==> src/design/gbn_pkg.sv <==
// Shared types and constants for the go-back-N sender window.
// No dependencies; imported by every other design file.
package gbn_pkg;

  localparam int WINDOW       = 4;
  localparam int SEQ_SPACE    = 8;   // power of two: sequence arithmetic wraps naturally
  localparam int PAYLOAD_BITS = 64;

  localparam int SEQ_W = $clog2(SEQ_SPACE);
  localparam int CNT_W = $clog2(WINDOW + 1);

  typedef logic [SEQ_W-1:0]        seq_t;
  typedef logic [CNT_W-1:0]        cnt_t;
  typedef logic [PAYLOAD_BITS-1:0] data_t;

  // input kinds
  localparam logic [1:0] MODE_SEND    = 2'd0;
  localparam logic [1:0] MODE_ACK     = 2'd1;
  localparam logic [1:0] MODE_TIMEOUT = 2'd2;

  // result kinds
  localparam logic [1:0] EV_REFUSED = 2'd0;
  localparam logic [1:0] EV_NEW     = 2'd1;
  localparam logic [1:0] EV_TIMER   = 2'd2;
  localparam logic [1:0] EV_RETX    = 2'd3;

  // timer actions
  localparam logic [1:0] TMR_NONE    = 2'd0;
  localparam logic [1:0] TMR_START   = 2'd1;
  localparam logic [1:0] TMR_STOP    = 2'd2;
  localparam logic [1:0] TMR_RESTART = 2'd3;

  typedef struct packed {
    logic [1:0] event_res;
    seq_t       seq_num;
    data_t      packet_data;
    logic [1:0] timer_action;
    seq_t       timer_stop_seq;
    seq_t       timer_start_seq;
    logic       window_full;
    logic       last;
  } res_t;

  typedef enum logic [1:0] {
    ST_IDLE,
    ST_FETCH,
    ST_EMIT
  } state_t;

  // controller -> datapath
  typedef struct packed {
    logic take;    // input word accepted this cycle
    logic fetch;   // read next replay entry from the store
    logic emit;    // load fetched replay entry into the output register
  } cmd_t;

  // datapath -> controller
  typedef struct packed {
    logic slot_free;     // output register free or being emptied this cycle
    logic start_replay;  // presented word is a timeout with packets outstanding
    logic last_replay;   // current replay entry is the final one
  } sts_t;

endpackage

==> src/design/gbn_in_if.sv <==
// Input channel of the go-back-N sender: valid/ready plus request fields.
// Depends on gbn_pkg.
interface gbn_in_if;
  import gbn_pkg::*;
  logic       valid;
  logic       ready;
  logic [1:0] mode;
  data_t      payload;
  seq_t       ack_num;
  logic       ack_intact;
  seq_t       expired_seq;

  modport source (output valid, mode, payload, ack_num, ack_intact, expired_seq,
                  input ready);
  modport sink   (input valid, mode, payload, ack_num, ack_intact, expired_seq,
                  output ready);
endinterface

==> src/design/gbn_out_if.sv <==
// Result channel of the go-back-N sender: valid/ready plus result fields.
// Depends on gbn_pkg.
interface gbn_out_if;
  import gbn_pkg::*;
  logic       valid;
  logic       ready;
  logic [1:0] event_res;
  seq_t       seq_num;
  data_t      packet_data;
  logic [1:0] timer_action;
  seq_t       timer_stop_seq;
  seq_t       timer_start_seq;
  logic       window_full;
  logic       last;

  modport source (output valid, event_res, seq_num, packet_data, timer_action,
                  timer_stop_seq, timer_start_seq, window_full, last,
                  input ready);
  modport sink   (input valid, event_res, seq_num, packet_data, timer_action,
                  timer_stop_seq, timer_start_seq, window_full, last,
                  output ready);
endinterface

==> src/design/gbn_ctrl.sv <==
// Controller FSM: input handshake and sequencing of timeout replays.
// Depends on gbn_pkg.
module gbn_ctrl
  import gbn_pkg::*;
(
  input  logic clk,
  input  logic rst_n,
  input  logic in_valid,
  output logic in_ready,
  input  sts_t sts,
  output cmd_t cmd
);

  state_t state_r, state_nxt;

  always_ff @(posedge clk) begin
    if (!rst_n) begin
      state_r <= ST_IDLE;
    end else begin
      state_r <= state_nxt;
    end
  end

  always_comb begin
    state_nxt = state_r;
    cmd       = '0;
    in_ready  = 1'b0;
    case (state_r)
      ST_IDLE: begin
        in_ready = sts.slot_free;
        cmd.take = in_valid && sts.slot_free;
        if (cmd.take && sts.start_replay) begin
          state_nxt = ST_FETCH;
        end
      end
      ST_FETCH: begin
        cmd.fetch = 1'b1;
        state_nxt = ST_EMIT;
      end
      ST_EMIT: begin
        if (sts.slot_free) begin
          cmd.emit  = 1'b1;
          state_nxt = sts.last_replay ? ST_IDLE : ST_FETCH;
        end
      end
      default: begin
        state_nxt = ST_IDLE;
      end
    endcase
  end

endmodule

==> src/design/gbn_dp.sv <==
// Datapath: window registers, packet store, replay index and output register.
// Depends on gbn_pkg; driven by gbn_ctrl commands.
module gbn_dp
  import gbn_pkg::*;
(
  input  logic       clk,
  input  logic       rst_n,
  input  cmd_t       cmd,
  output sts_t       sts,
  input  logic [1:0] in_mode,
  input  data_t      in_payload,
  input  seq_t       in_ack_num,
  input  logic       in_ack_intact,
  input  seq_t       in_expired_seq,
  output logic       out_valid,
  input  logic       out_ready,
  output res_t       out_res
);

  seq_t  base_r, base_nxt;
  seq_t  next_seq_r, next_seq_nxt;
  cnt_t  cnt_r, cnt_nxt;
  logic  waiting_r, waiting_nxt;
  cnt_t  idx_r, idx_nxt;
  seq_t  exp_r, exp_nxt;
  logic  out_valid_r, out_valid_nxt;
  res_t  out_r, out_nxt;
  data_t mem_q_r;
  data_t store [SEQ_SPACE];

  logic  mem_we;
  seq_t  rd_addr;
  seq_t  ack_off;
  cnt_t  cnt_after_ack;
  cnt_t  cnt_inc;
  logic  load;

  assign rd_addr       = seq_t'(base_r + seq_t'(idx_r));
  assign ack_off       = seq_t'(in_ack_num - base_r);
  assign cnt_after_ack = cnt_t'(cnt_r - cnt_t'(ack_off) - cnt_t'(1));
  assign cnt_inc       = cnt_t'(cnt_r + cnt_t'(1));

  assign sts.slot_free    = !out_valid_r || out_ready;
  assign sts.start_replay = (in_mode == MODE_TIMEOUT) && (cnt_r != '0);
  assign sts.last_replay  = (cnt_t'(idx_r + cnt_t'(1)) == cnt_r);

  always_comb begin
    base_nxt     = base_r;
    next_seq_nxt = next_seq_r;
    cnt_nxt      = cnt_r;
    waiting_nxt  = waiting_r;
    idx_nxt      = idx_r;
    exp_nxt      = exp_r;
    out_nxt      = out_r;
    load         = 1'b0;
    mem_we       = 1'b0;
    if (cmd.take) begin
      case (in_mode)
        MODE_SEND: begin
          load    = 1'b1;
          out_nxt = '0;
          out_nxt.last = 1'b1;
          if (cnt_r >= cnt_t'(WINDOW)) begin
            waiting_nxt           = 1'b1;
            out_nxt.event_res     = EV_REFUSED;
            out_nxt.window_full   = 1'b1;
          end else begin
            mem_we                = 1'b1;
            cnt_nxt               = cnt_inc;
            next_seq_nxt          = seq_t'(next_seq_r + seq_t'(1));
            waiting_nxt           = (cnt_inc >= cnt_t'(WINDOW));
            out_nxt.event_res     = EV_NEW;
            out_nxt.seq_num       = next_seq_r;
            out_nxt.packet_data   = in_payload;
            out_nxt.window_full   = (cnt_inc >= cnt_t'(WINDOW));
            if (cnt_r == '0) begin
              out_nxt.timer_action    = TMR_START;
              out_nxt.timer_start_seq = next_seq_r;
            end
          end
        end
        MODE_ACK: begin
          if (in_ack_intact && (ack_off < seq_t'(cnt_r))) begin
            load                   = 1'b1;
            cnt_nxt                = cnt_after_ack;
            base_nxt               = seq_t'(in_ack_num + seq_t'(1));
            waiting_nxt            = 1'b0;
            out_nxt                = '0;
            out_nxt.last           = 1'b1;
            out_nxt.event_res      = EV_TIMER;
            out_nxt.timer_stop_seq = base_r;
            if (cnt_after_ack == '0) begin
              out_nxt.timer_action = TMR_STOP;
            end else begin
              out_nxt.timer_action    = TMR_RESTART;
              out_nxt.timer_start_seq = seq_t'(in_ack_num + seq_t'(1));
            end
          end
        end
        MODE_TIMEOUT: begin
          if (cnt_r == '0) begin
            load                   = 1'b1;
            out_nxt                = '0;
            out_nxt.last           = 1'b1;
            out_nxt.event_res      = EV_TIMER;
            out_nxt.timer_action   = TMR_STOP;
            out_nxt.timer_stop_seq = in_expired_seq;
            out_nxt.window_full    = waiting_r;
          end else begin
            idx_nxt = '0;
            exp_nxt = in_expired_seq;
          end
        end
        default: begin
        end
      endcase
    end else if (cmd.emit) begin
      load                = 1'b1;
      out_nxt             = '0;
      out_nxt.event_res   = EV_RETX;
      out_nxt.seq_num     = rd_addr;
      out_nxt.packet_data = mem_q_r;
      out_nxt.window_full = waiting_r;
      out_nxt.last        = sts.last_replay;
      if (idx_r == '0) begin
        out_nxt.timer_action    = TMR_RESTART;
        out_nxt.timer_stop_seq  = exp_r;
        out_nxt.timer_start_seq = base_r;
      end
      idx_nxt = cnt_t'(idx_r + cnt_t'(1));
    end
    if (load) begin
      out_valid_nxt = 1'b1;
    end else if (out_ready) begin
      out_valid_nxt = 1'b0;
    end else begin
      out_valid_nxt = out_valid_r;
    end
  end

  always_ff @(posedge clk) begin
    if (!rst_n) begin
      base_r      <= seq_t'(1);
      next_seq_r  <= seq_t'(1);
      cnt_r       <= '0;
      waiting_r   <= 1'b0;
      idx_r       <= '0;
      out_valid_r <= 1'b0;
    end else begin
      base_r      <= base_nxt;
      next_seq_r  <= next_seq_nxt;
      cnt_r       <= cnt_nxt;
      waiting_r   <= waiting_nxt;
      idx_r       <= idx_nxt;
      out_valid_r <= out_valid_nxt;
    end
  end

  always_ff @(posedge clk) begin
    exp_r <= exp_nxt;
    out_r <= out_nxt;
  end

  // packet store: one write port (send), one registered read port (replay)
  always_ff @(posedge clk) begin
    if (mem_we) begin
      store[next_seq_r] <= in_payload;
    end
    if (cmd.fetch) begin
      mem_q_r <= store[rd_addr];
    end
  end

  assign out_valid = out_valid_r;
  assign out_res   = out_r;

  a_cnt_bound: assert property (@(posedge clk) disable iff (!rst_n)
    cnt_r <= cnt_t'(WINDOW))
    else $error("outstanding count above window");

  a_wait_full: assert property (@(posedge clk) disable iff (!rst_n)
    waiting_r == (cnt_r >= cnt_t'(WINDOW)))
    else $error("waiting flag out of step with count");

  a_emit_free: assert property (@(posedge clk) disable iff (!rst_n)
    cmd.emit |-> sts.slot_free)
    else $error("replay word emitted over an unread result");

  a_emit_shown: assert property (@(posedge clk) disable iff (!rst_n)
    cmd.emit |=> (out_valid_r && out_r.event_res == EV_RETX))
    else $error("replay word not presented");

  a_no_overlap: assert property (@(posedge clk) disable iff (!rst_n)
    !(cmd.take && (cmd.fetch || cmd.emit)))
    else $error("new word taken during replay");

endmodule

==> src/design/go_back_n_sender.sv <==
// Top level of the go-back-N sender window: controller plus datapath.
// Depends on gbn_pkg, gbn_in_if, gbn_out_if, gbn_ctrl and gbn_dp.
//
//  channel | dir | handshake           | word
//  in_ch   | in  | valid/ready         | mode, payload, ack_num, ack_intact, expired_seq
//  out_ch  | out | valid/ready         | event_res, seq_num, packet_data, timer_action,
//          |     |                     | timer_stop_seq, timer_start_seq, window_full, last
//
// Sends, acks, empty-window timeouts and dropped words need no replay; any result
// is registered the cycle after acceptance, and a new word can be taken every cycle
// while the result register drains.
// Timeout with packets outstanding: after the accepting cycle, each replayed word
// takes a store read, then a load of the output register that waits while out_ch
// is stalled; no input word is taken meanwhile.
// Reset (rst_n low, synchronous): window base and next sequence 1, nothing
// outstanding, output empty. The packet store is not cleared.
// A stalled out_ch holds the current result and blocks in_ch until it drains.
module go_back_n_sender
  import gbn_pkg::*;
(
  input  logic       clk,
  input  logic       rst_n,
  gbn_in_if.sink     in_ch,
  gbn_out_if.source  out_ch
);

  cmd_t  cmd;
  sts_t  sts;
  res_t  res;
  logic  ready;

  // handshake and replay sequencing
  gbn_ctrl u_ctrl (
    .clk      (clk),
    .rst_n    (rst_n),
    .in_valid (in_ch.valid),
    .in_ready (ready),
    .sts      (sts),
    .cmd      (cmd)
  );

  // window state, packet store and result register
  gbn_dp u_dp (
    .clk            (clk),
    .rst_n          (rst_n),
    .cmd            (cmd),
    .sts            (sts),
    .in_mode        (in_ch.mode),
    .in_payload     (in_ch.payload),
    .in_ack_num     (in_ch.ack_num),
    .in_ack_intact  (in_ch.ack_intact),
    .in_expired_seq (in_ch.expired_seq),
    .out_valid      (out_ch.valid),
    .out_ready      (out_ch.ready),
    .out_res        (res)
  );

  assign in_ch.ready            = ready;
  assign out_ch.event_res       = res.event_res;
  assign out_ch.seq_num         = res.seq_num;
  assign out_ch.packet_data     = res.packet_data;
  assign out_ch.timer_action    = res.timer_action;
  assign out_ch.timer_stop_seq  = res.timer_stop_seq;
  assign out_ch.timer_start_seq = res.timer_start_seq;
  assign out_ch.window_full     = res.window_full;
  assign out_ch.last            = res.last;

endmodule
==> src/flat_wrapper.sv <==
// flat-port wrapper written by rule: the top's interface ports become plain ports
module go_back_n_sender_flat import gbn_pkg::*;
  (clk, rst_n, in_ch_valid, in_ch_mode, in_ch_payload, in_ch_ack_num, in_ch_ack_intact, in_ch_expired_seq, in_ch_ready, out_ch_valid, out_ch_event_res, out_ch_seq_num, out_ch_packet_data, out_ch_timer_action, out_ch_timer_stop_seq, out_ch_timer_start_seq, out_ch_window_full, out_ch_last, out_ch_ready);
  gbn_in_if in_ch_i ();
  gbn_out_if out_ch_i ();
  input  logic clk;
  input  logic rst_n;
  input wire logic [$bits(in_ch_i.valid)-1:0] in_ch_valid;
  input wire logic [$bits(in_ch_i.mode)-1:0] in_ch_mode;
  input wire logic [$bits(in_ch_i.payload)-1:0] in_ch_payload;
  input wire logic [$bits(in_ch_i.ack_num)-1:0] in_ch_ack_num;
  input wire logic [$bits(in_ch_i.ack_intact)-1:0] in_ch_ack_intact;
  input wire logic [$bits(in_ch_i.expired_seq)-1:0] in_ch_expired_seq;
  output wire logic [$bits(in_ch_i.ready)-1:0] in_ch_ready;
  output wire logic [$bits(out_ch_i.valid)-1:0] out_ch_valid;
  output wire logic [$bits(out_ch_i.event_res)-1:0] out_ch_event_res;
  output wire logic [$bits(out_ch_i.seq_num)-1:0] out_ch_seq_num;
  output wire logic [$bits(out_ch_i.packet_data)-1:0] out_ch_packet_data;
  output wire logic [$bits(out_ch_i.timer_action)-1:0] out_ch_timer_action;
  output wire logic [$bits(out_ch_i.timer_stop_seq)-1:0] out_ch_timer_stop_seq;
  output wire logic [$bits(out_ch_i.timer_start_seq)-1:0] out_ch_timer_start_seq;
  output wire logic [$bits(out_ch_i.window_full)-1:0] out_ch_window_full;
  output wire logic [$bits(out_ch_i.last)-1:0] out_ch_last;
  input wire logic [$bits(out_ch_i.ready)-1:0] out_ch_ready;
  assign in_ch_i.valid = in_ch_valid;
  assign in_ch_i.mode = in_ch_mode;
  assign in_ch_i.payload = in_ch_payload;
  assign in_ch_i.ack_num = in_ch_ack_num;
  assign in_ch_i.ack_intact = in_ch_ack_intact;
  assign in_ch_i.expired_seq = in_ch_expired_seq;
  assign in_ch_ready = in_ch_i.ready;
  assign out_ch_valid = out_ch_i.valid;
  assign out_ch_event_res = out_ch_i.event_res;
  assign out_ch_seq_num = out_ch_i.seq_num;
  assign out_ch_packet_data = out_ch_i.packet_data;
  assign out_ch_timer_action = out_ch_i.timer_action;
  assign out_ch_timer_stop_seq = out_ch_i.timer_stop_seq;
  assign out_ch_timer_start_seq = out_ch_i.timer_start_seq;
  assign out_ch_window_full = out_ch_i.window_full;
  assign out_ch_last = out_ch_i.last;
  assign out_ch_i.ready = out_ch_ready;
  go_back_n_sender u_core (.clk(clk), .rst_n(rst_n), .in_ch(in_ch_i), .out_ch(out_ch_i));
endmodule
==> config.mk <==
export PLATFORM = sky130hd
export DESIGN_NAME = go_back_n_sender_flat
export DESIGN_NICKNAME = d
export VERILOG_FILES = /design/src/design/gbn_pkg.sv /design/src/design/gbn_in_if.sv /design/src/design/gbn_out_if.sv /design/src/design/gbn_ctrl.sv /design/src/design/gbn_dp.sv /design/src/design/go_back_n_sender.sv /design/src/flat_wrapper.sv
export SDC_FILE = /design/constraint.sdc
export NUM_CORES = 1
export LEC_CHECK = 0
export ABC_AREA = 1
export BUFFER_PORTS_ARGS = -buffer_cell sky130_fd_sc_hd__buf_4
export CORE_AREA = 3 3 332 334
export DETAILED_ROUTE_END_ITERATION = 12
export DIE_AREA = 0 0 335 337
export GPL_TIMING_DRIVEN = 1
export PLACE_DENSITY = 0.43
export SYNTH_ARGS = -nofsm -noshare
export SYNTH_HDL_FRONTEND = slang
export SYNTH_SLANG_ARGS = --single-unit
==> constraint.sdc <==
create_clock -name clk -period 8 [get_ports clk]
set_clock_uncertainty 0.15 [all_clocks]
set_input_delay 0.4 -clock clk [delete_from_list [all_inputs] [get_ports clk]]
set_output_delay 0.4 -clock clk [all_outputs]
set_load 0.1 [all_outputs]
# Word level (Yosys, flattened, before mapping)
# Memory sizes are Yosys's and may differ from the RTL's. A register that Yosys moved wholly into a read port is not among the register bits.
# Cells that the tools add are included.
# W data, S select, Z words.
[totals]
register_bits = 98
mem_bits_rw = 512
in_bits = 77
output_inout_bits = 81
wordCells = 111
n_memories = 1
[mem_list]
columns = ["memory", "words", "width", "read_ports", "rd_ports_with_merged_regs", "wr", "line_no", "text"]
rows = [
  ["u_core.u_dp.store", 8, 64, 1, 1, 1, "gbn_dp.sv:29", "data_t store [SEQ_SPACE];"],
]
[op_classes]
n_addsub = 8
order_cmp = 3
n_eq_ne = 14
n_mux = 44
bitwise = 2
reduce_logical = 23
[op_table]
columns = ["op", "count"]
rows = [
  ["$mux W79", 4],
  ["$pmux W79 S3", 1],
  ["$mux W69", 1],
  ["$mux W3", 9],
  ["$mux W1", 22],
  ["$reduce_and A3 Y1", 5],
  ["$add A3 B1 Y3 const B", 4],
  ["$ne A2 B2 Y1 const B", 6],
  ["$logic_not A3 Y1", 3],
  ["$mux W8", 1],
  ["$reduce_and A4 Y1", 2],
  ["$ge A3 B3 Y1 const B", 2],
  ["$ne A3 B3 Y1 const B", 2],
  ["$pmux W2 S3", 1],
  ["$pmux W3 S2", 1],
  ["$reduce_bool A2 Y1", 3],
  ["$sub A3 B3 Y3", 2],
  ["$eq A2 B1 Y1 const B", 2],
  ["$eq A2 B2 Y1 const B", 2],
  ["$logic_and A1 B1 Y1", 4],
  ["$logic_not A2 Y1", 2],
  ["$mux W2", 2],
  ["$ne A4 B4 Y1 const B", 1],
  ["$add A3 B3 Y3", 1],
  ["other kinds (10)", 11],
]

# Logic depth before layout (Yosys ltp)
# Gate-level depths: netlist of run 1.
[depth]
word_depth = 8
mapped_depth = 14
ltp_nobuf = 14

# By module
# Synthesis of run 1 repeated with hierarchy kept, for this count alone.
[hier_totals]
cells_unflattened = 2048
area_unflattened_um2 = 26664.3
[by_module_without_submodules]
columns = ["module", "n_inst", "cells_per_inst", "area_each_um2", "seq_area_each_um2"]
rows = [
  ["gbn_dp", 1, 2023, 26524.2, 20039.2],
  ["gbn_ctrl", 1, 25, 140.1, 40.0],
]

# Least setup slack after synthesis of run 1
# No wires, ideal clock.
[synth_timing]
path_type = "flip-flop to flip-flop"
startpoint = "register u_core.u_dp.out_valid_r (netlist: u_core.u_dp.out_valid)"
endpoint = "memory u_core.u_dp.store[0][0] in the netlist's numbering (enable)"
t_arrival_ns = 5.886
setup_slack_ns = 1.399
path_stages_with_launch = 8
path_cell_list = "dfxtp_1 -> nand2_1 -> nand2_1 -> nor2_4 -> nand3_1 -> inv_1 -> nand2_1 -> nor3_1"
[synth_between]
elab_chain_cells = 7
[synth_rtl]
columns = ["element", "line_no", "text"]
rows = [
  ["from (decl)", "gbn_dp.sv:26", "logic out_valid_r, out_valid_nxt;"],
  ["from (signal assigned)", "gbn_dp.sv:155", "out_valid_r <= out_valid_nxt;"],
  ["$logic_not A1 Y1", "gbn_dp.sv:43", "assign sts.slot_free = !out_valid_r || out_ready;"],
  ["$logic_or A1 B1 Y1", "gbn_dp.sv:43", ""],
  ["$logic_and A1 B1 Y1", "gbn_ctrl.sv:31", "cmd.take = in_valid && sts.slot_free;"],
  ["$mux W1", "gbn_ctrl.sv:28", "case (state_r)"],
  ["$mux W1", "gbn_dp.sv:57", "if (cmd.take) begin"],
  ["$mux W1", "gbn_dp.sv:166", "if (mem_we) begin"],
  ["$mux W1 (not written as such)", "gbn_dp.sv:167", "store[next_seq_r] <= in_payload;"],
  ["to (decl)", "gbn_dp.sv:29", ""],
]
# No other way between the ends.

# Worst setup path after layout of run 1
[layout_timing]
startpoint = "register u_core.u_dp.base_r[0]"
endpoint = "register u_core.u_dp.out_r, in the netlist u_core.u_dp.out_res[8] (enable)"
[layout_between]
elab_chain_cells = 5
[layout_rtl]
columns = ["element", "line_no", "text"]
rows = [
  ["from (decl)", "gbn_dp.sv:20", "seq_t base_r, base_nxt;"],
  ["from (signal assigned)", "gbn_dp.sv:143", "base_r <= seq_t'(1);"],
  ["from (signal assigned)", "gbn_dp.sv:150", "base_r <= base_nxt;"],
  ["$sub A3 B3 Y3", "gbn_dp.sv:39", "assign ack_off = seq_t'(in_ack_num - base_r);"],
  ["$lt A3 B3 Y1", "gbn_dp.sv:83", "if (in_ack_intact && (ack_off < seq_t'(cnt_r))) begin"],
  ["$logic_and A1 B1 Y1", "gbn_dp.sv:83", ""],
  ["$ne A3 B3 Y1 (no line)", "n/a", ""],
  ["$reduce_and A4 Y1 (no line)", "n/a", ""],
  ["to (signal assigned)", "gbn_dp.sv:161", "out_r <= out_nxt;"],
  ["to (decl)", "gbn_dp.sv:27", "res_t out_r, out_nxt;"],
]
# No other way between the ends.
# A chain may end at the register's enable or synchronous reset.

==> impl_results.md, run 1 <==
* Power per cell area at between 200 and 300 nW/um2
* Worst hold slack at ~0.099 ns
* CP Launch Type: flop
* Synthesized cell area at 26800 um2
* Die span in x at 335 um
* Std-Cell Core Area at 107000 um2
* Critical Path RT at 8.06 ns
* Commonest non-fill, non-tap cell in the layout: edfxtp_1
* Synthesized flop and latch total at 674
* Drt pass-1 iters at 5
* Drt via density at approximately 4.4
* Vias in the first global route at 16700
* CTS tree: yes
* Power Total at between 0.008 and 0.009 W
* Most frequent cells in the layout: 658 x edfxtp_1, 436 x o21ai_0, 414 x nor2_1, 254 x nand2_1, 188 x buf_4
* Hold Fails Final Rpt at 0
* Worst slew margin at 0.236
* Pins Over Slew Limit at 0
* Synth unique cells at 30
* Synth-to-Final Area Change at 21.4%
* Fill cells at approximately 11000
* Layout Utilization at 0.304
* Io pins at roughly 160
* FF-to-FF End: u_core.u_dp.out_res[8]
* Clk sinks at a little under 700
* Root Driver: clkbuf_16
* Clock Latency Late Sink at just over 0.6 ns
* Critical Path End Type: flop
* Row count at between 100 and 150
* DRC Markers at 0
* Dominant cell type by area after synthesis: edfxtp_1
* Maxcap violations at 0
* Endpoints failing setup at 0
* Reg2reg start: u_core.u_dp.base_r[0]
* Vias at roughly 17000
* Reg2reg setup slack at between 3 and 4 ns
* Setup crit end: u_core.u_dp.out_res[8]
* Worst-path fanout max at 57
* GRT Overall Usage at 0.124
* Layout cells sized above 1 at 0.123
* R2R cell count at 12
* Nets at 2480
* Avg Cell Area, Syn at 12.3 um2
* Worst Setup SP: u_core.u_dp.base_r[0]
* DPL Wire Length at ~38000 um
* Die Area at 113000 um2
* Wirelength per Cell at 18.4 um
* First-pass GRT wire length at 107000 um
* Unrepaired setup endpoints after global routing: no
* Post-CTS Hold Fix Bufs at 70
* Seq/Total Area, Yosys at 0.749
* Drt total wl at approximately 71000 um
* Die height at 337 um
* Post-CTS Resized at 0
* Syn_nets at 2272
* F_max at approximately 230 MHz
* Antenna violations before repair at 8
* Buffers on Ports at roughly 160
* Total CTS buffers at 73
* Worst vdd ir at 0.138 mV
* Worst-Margin Slew at about 1.1 ns
* Synth warnings at 0
* Post-Syn Instances at roughly 2200
* Final period demand of the worst path at 4.43 ns
* Ranking of synthesized cells by area: edfxtp_1 74%, o21ai_0 8.1%, nor2_1 5.9%, nand2_1 3.6%, o21ai_1 1.6%
* Worst EP arrival at around 4.5 ns
* Starting DRT DRC Count at 1071
* Period utilization at 0.553
* H-Tree Depth at 3
* Leak pwr at 11.3 nW
* Placer Congestion at a little under 0.8
* Clock-pin slew on the worst setup and hold paths at 0.06 ns
* Worst min path class: input port to flop
* Largest net degree at the start of global routing at 107
* Post-synth top area share at 0.737
* Sequential Area at approximately 20000 um2
* Antenna Violating Nets Remaining at 0
* Multi-input gate area at 5890 um2
* Setup bufs post-CTS at 0
* Buffer levels on the longest clock path at 3
* Starting Density at 0.250
* GRT overflow at 0
* Setup CP Type: flop to flop
* Setup TNS at 0 ns
* Status: finished, final reports clean
-- worst min-delay path by stage --
stage	from	endpoint	slack [ns]	cells after the start
2_1_floorplan	u_core.u_dp.waiting_r	u_core.u_dp.waiting_r	0.29	2
3_3_place_gp	u_core.u_dp.waiting_r	u_core.u_dp.waiting_r	0.31	2
3_5_place_dp	u_core.u_dp.waiting_r	u_core.u_dp.waiting_r	0.31	2
4_1_cts	in_ch_ack_num[0]	u_core.u_dp.out_res[2]	0.04	4
5_1_grt	in_ch_ack_num[0]	u_core.u_dp.out_res[2]	0.1	4
6_report	in_ch_ack_num[0]	u_core.u_dp.out_res[2]	0.1	4
-- kinds of logic after synthesis --
logic type	after synthesis	share of synthesized area
AO/OA/AOI/OAI	540	0.101
XOR/XNOR	10	0.00327
adder cells (fa/ha/maj)	18	0.00924
buffers and inverters	228	0.0357
flip-flops	674	0.749
AND/OR/NAND/NOR	707	0.101
-- registers in the layout (all words and copies together) (netlist names) --
register and cells:
u_core.u_dp.mem_q_r 64, u_core.u_dp.cnt_r 3, u_core.u_dp.waiting_r 1, u_core.u_dp.store 512, u_core.u_dp.base_r 3, u_core.u_dp.out_res 79, u_core.u_dp.out_valid 1, u_core.u_dp.next_seq_r 3
u_core.u_ctrl.state_r 2, u_core.u_dp.exp_r 3, u_core.u_dp.idx_r 3
-- cells in the mapped netlist --
cell and count:
edfxtp_1 658, o21ai_0 436, nor2_1 420, nand2_1 254, inv_1 102, o21ai_1 87
clkbuf_1 58, buf_2 41, nand3_1 17, dfxtp_1 16, ha_1 15, buf_1 13
a21oi_1 9, nand4_1 7, buf_4 6, xor2_1 6, nor3_1 5, a22oi_1 4
clkbuf_2 4, xnor2_1 4, buf_6 3, fa_1 3, a21o_1 2, a31oi_1 1
inv_2 1, nand3_2 1, nand3b_1 1, nor2_2 1, nor2_4 1, o22ai_1 1
-- stage by stage --
stage	setup slack (ns)	cell area [um2]	cells
floorplan	1.40	26800	2177
global placement	3.33	29500	3643
detailed placement	3.39	29500	3643
CTS	3.51	32500	3843
global route	3.20	32500	3843
finish	3.57	32500	3847
-- power by group --
group | total, W | switching, W | internal [W]
Combinational | 0.00123 | 0.000931 | 0.000296
Clock | 0.00328 | 0.00137 | 0.00191
Sequential | 0.00403 | 0.0000316 | 0.00400
Total | 0.00854 | 0.00233 | 0.00621
-- worst max-delay path, cell delays in order, from the launching register on --
cell     delay (ns)
dfxtp_1        0.45
ha_1           0.19
inv_1          0.05
fa_1           0.37
xnor2_1        0.18
xor2_1         0.18
ha_1           0.29
a21oi_1        0.18
nand3_1        0.10
nand2_1        0.14
o21ai_0        0.15
nor2_4         0.63
buf_4          0.87
-- cell type report --
cell class / instances / share of cell area
well taps: 1403 / 0.0539
clock buffers: 90 / 0.0607
flip-flops and latches: 674 / 0.617
clock inverters: 40 / 0.0100
repair buffers: 258 / 0.0649
inverters: 103 / 0.0121
multi-input cells: 1275 / 0.181
diodes: 4 / 0.000308
-- metal layers --
metal / share of wire / vias up / wire length, um / GRT usage
met5: 0.00059 / - / 42 / 0
met4: 0.021 / 8 / 1500 / 0.0392
met3: 0.045 / 104 / 3190 / 0.0252
met2: 0.47 / 289 / 33300 / 0.205
met1: 0.46 / 8287 / 32800 / 0.165
li1: - / 8077 / - / -
(Power assumes the default switching activity.)
==> run 2: changes to the inputs <==
- clock period: 8 -> 4.1 ns (I/O delays scaled with it)
==> run 2 against run 1 <==
  * Clock power grew 98%
  * Final cell count up 0.62%
  * Critical path depth up 1
  * Fmax up 19%
  * Register-to-register slack got worse by 3.2 ns
  * Sequential power up 95%
  * Count of clock-buffer cells in the layout rose by 1
  * Sequential cell count stayed put
  * Core utilization is 0.46 points higher
  * Die area is the same
==> impl_results.md, run 2 (synthesized netlist as in run 1, its figures left out) <==
* Hold path start: in_ch_expired_seq[0]
* Worst slew margin at 0.355
* GRT Overall Usage at 0.122
* Placed Area at 29900 um2
* F_max at 270 MHz
* Std-Cell Core Area at 107000 um2
* Hold Fails Final Rpt at 0
* Endpoints failing setup at 0
* Final Cell Area at 33000 um2
* Worst Setup SP: u_core.u_dp.base_r[0]
* Maxcap violations at 0
* Critical Path RT at 4.50 ns
* Clock-pin slew on the worst setup and hold paths at 0.06 ns
* Antenna violations before repair at 9
* Buffer levels on the longest clock path at 3
* Reg2reg start: u_core.u_dp.base_r[0]
* Drt via density at 4.34
* Io pins at 158
* Layout cells sized above 1 at 0.130
* Status: finished, final reports clean
* Drt total wl at 69800 um
* DPL Wire Length at roughly 39000 um
* Max reg flops at 512
* Commonest non-fill, non-tap cell in the layout: edfxtp_1
* Power per cell area at roughly 510 nW/um2
* Row count at 120
* Starting DRT DRC Count at 1008
* Root Driver: clkbuf_16
* Pins Over Slew Limit at 0
* Vias in the first global route at 16900
* Synth-to-Final Area Change at 23.2%
* Nets at roughly 2500
* Leak pwr at 11.5 nW
* Biggest register: u_core.u_dp.store
* Period utilization at 0.904
* Most frequent cells in the layout: 658 x edfxtp_1, 436 x o21ai_0, 414 x nor2_1, 254 x nand2_1, 180 x buf_4
* Final period demand of the worst path at 3.71 ns
* Clock Latency Late Sink at 0.61 ns
* Total CTS buffers at 73
* Drt pass-1 iters at 5
* Setup CP Type: flop to flop
* Clk sinks at 674
* Placed cell count at 3655
* Placer Congestion at 0.757
* Starting Density at 0.250
* Die span in x at 335 um
* Buffers on Ports at ~160
* Worst min path class: input port to flop
* Wirelength per Cell at 18.0 um
* Worst-path fanout max at 5
* Vias at between 15000 and 20000
* Critical Path End Type: flop
* Antenna Violating Nets Remaining at 0
* Die Area at approximately 110000 um2
* Final std cells w/o fill at 3871
* CP Launch Type: flop
* GRT overflow at 0
* R2R cell count at 13
* Die height at 337 um
* Worst vdd ir at approximately 0.27 mV
* Cell Chain, Critical Path: ha_1, inv_1, fa_1, xnor2_1, xor2_1, ha_1, a21oi_1, nand4_1, nor2_1, nand2_1, dlygate4sd3_1, nand3_1, dlygate4sd3_1
* Post-CTS Resized at 0
* Largest net degree at the start of global routing at 104
* CP max stage delay at 0.56 ns
* Worst hold slack at 0.198 ns
* Critical-path top delay cell: dlygate4sd3_1
* First-pass GRT wire length at 105000 um
* Unrepaired setup endpoints after global routing: no
* Worst EP arrival at between 4 and 5 ns
* Hold path depth at 2
* DRC Markers at 0
* CTS tree: yes
* H-Tree Depth at 3
* Worst-Margin Slew at 0.966 ns
[run 2: power by group]
group | leakage [nW] | switching, W | total (W) | internal, W
Combinational | 4.21 | 0.00183 | 0.00246 | 0.000626
Sequential | 6.12 | 0.0000668 | 0.00787 | 0.00781
Clock | 1.13 | 0.00270 | 0.00648 | 0.00378
[run 2: cell type report]
class	count	area (um2)
fill	10800	74200
sequential	674	20100
multi-input combinational	1275	5920
timing repair buffer	279	2540
clock buffer	91	1920
tap	1403	1760
clock inverter	40	419
inverter	103	394
antenna	6	15.0
[run 2: what timing repair did]
action / 4_1_cts / 5_1_grt
endpoints found under the hold margin: 599 / 0
endpoints found under the setup margin: 0 / 0
buffers inserted: 0 / 0
hold buffers: 79 / 0
[run 2: final timing paths]
check | slack (ns) | end
worst max-delay path | 0.39 | u_core.u_dp.base_r[0]
worst min-delay path | 0.20 | u_core.u_dp.exp_r[0]
worst max register to register | 0.39 | u_core.u_dp.base_r[0]
worst min register to register | 0.31 | u_core.u_dp.waiting_r
[run 2: metrics by stage]
| stage | setup slack [ns] | setup TNS, ns | utilization | power, W |
|---|---|---|---|---|
| 2_1_floorplan | -0.781 | -244.45 | - | 0.00970 |
| 3_3_place_gp | 0.618 | 0 | 0.279 | 0.0104 |
| 3_5_place_dp | 0.646 | 0 | 0.279 | 0.0105 |
| 4_1_cts | 0.374 | 0 | 0.308 | 0.0171 |
| 5_1_grt | 0.151 | 0 | 0.308 | 0.0176 |
| 6_report | 0.394 | 0 | 0.308 | 0.0168 |
[run 2: per-layer routing]
metal	track usage	vias up	share of wire	wire length, um
met4	0.0345	6	0.017	1160
met5	0	-	0.00043	30
met3	0.0205	81	0.043	2990
met1	0.160	8288	0.45	31700
met2	0.209	308	0.49	33900
li1	-	8127	-	-
[run 2: worst max-delay path: cells and delay by family, from the launching register on]
family                   cells  cell delay (ns)
AO/OA/AOI/OAI                1             0.17
XOR/XNOR                     2             0.35
adder cells (fa/ha/maj)      3             0.84
buffers and inverters        3             1.16
flip-flops                   1             0.44
AND/OR/NAND/NOR              4             0.53
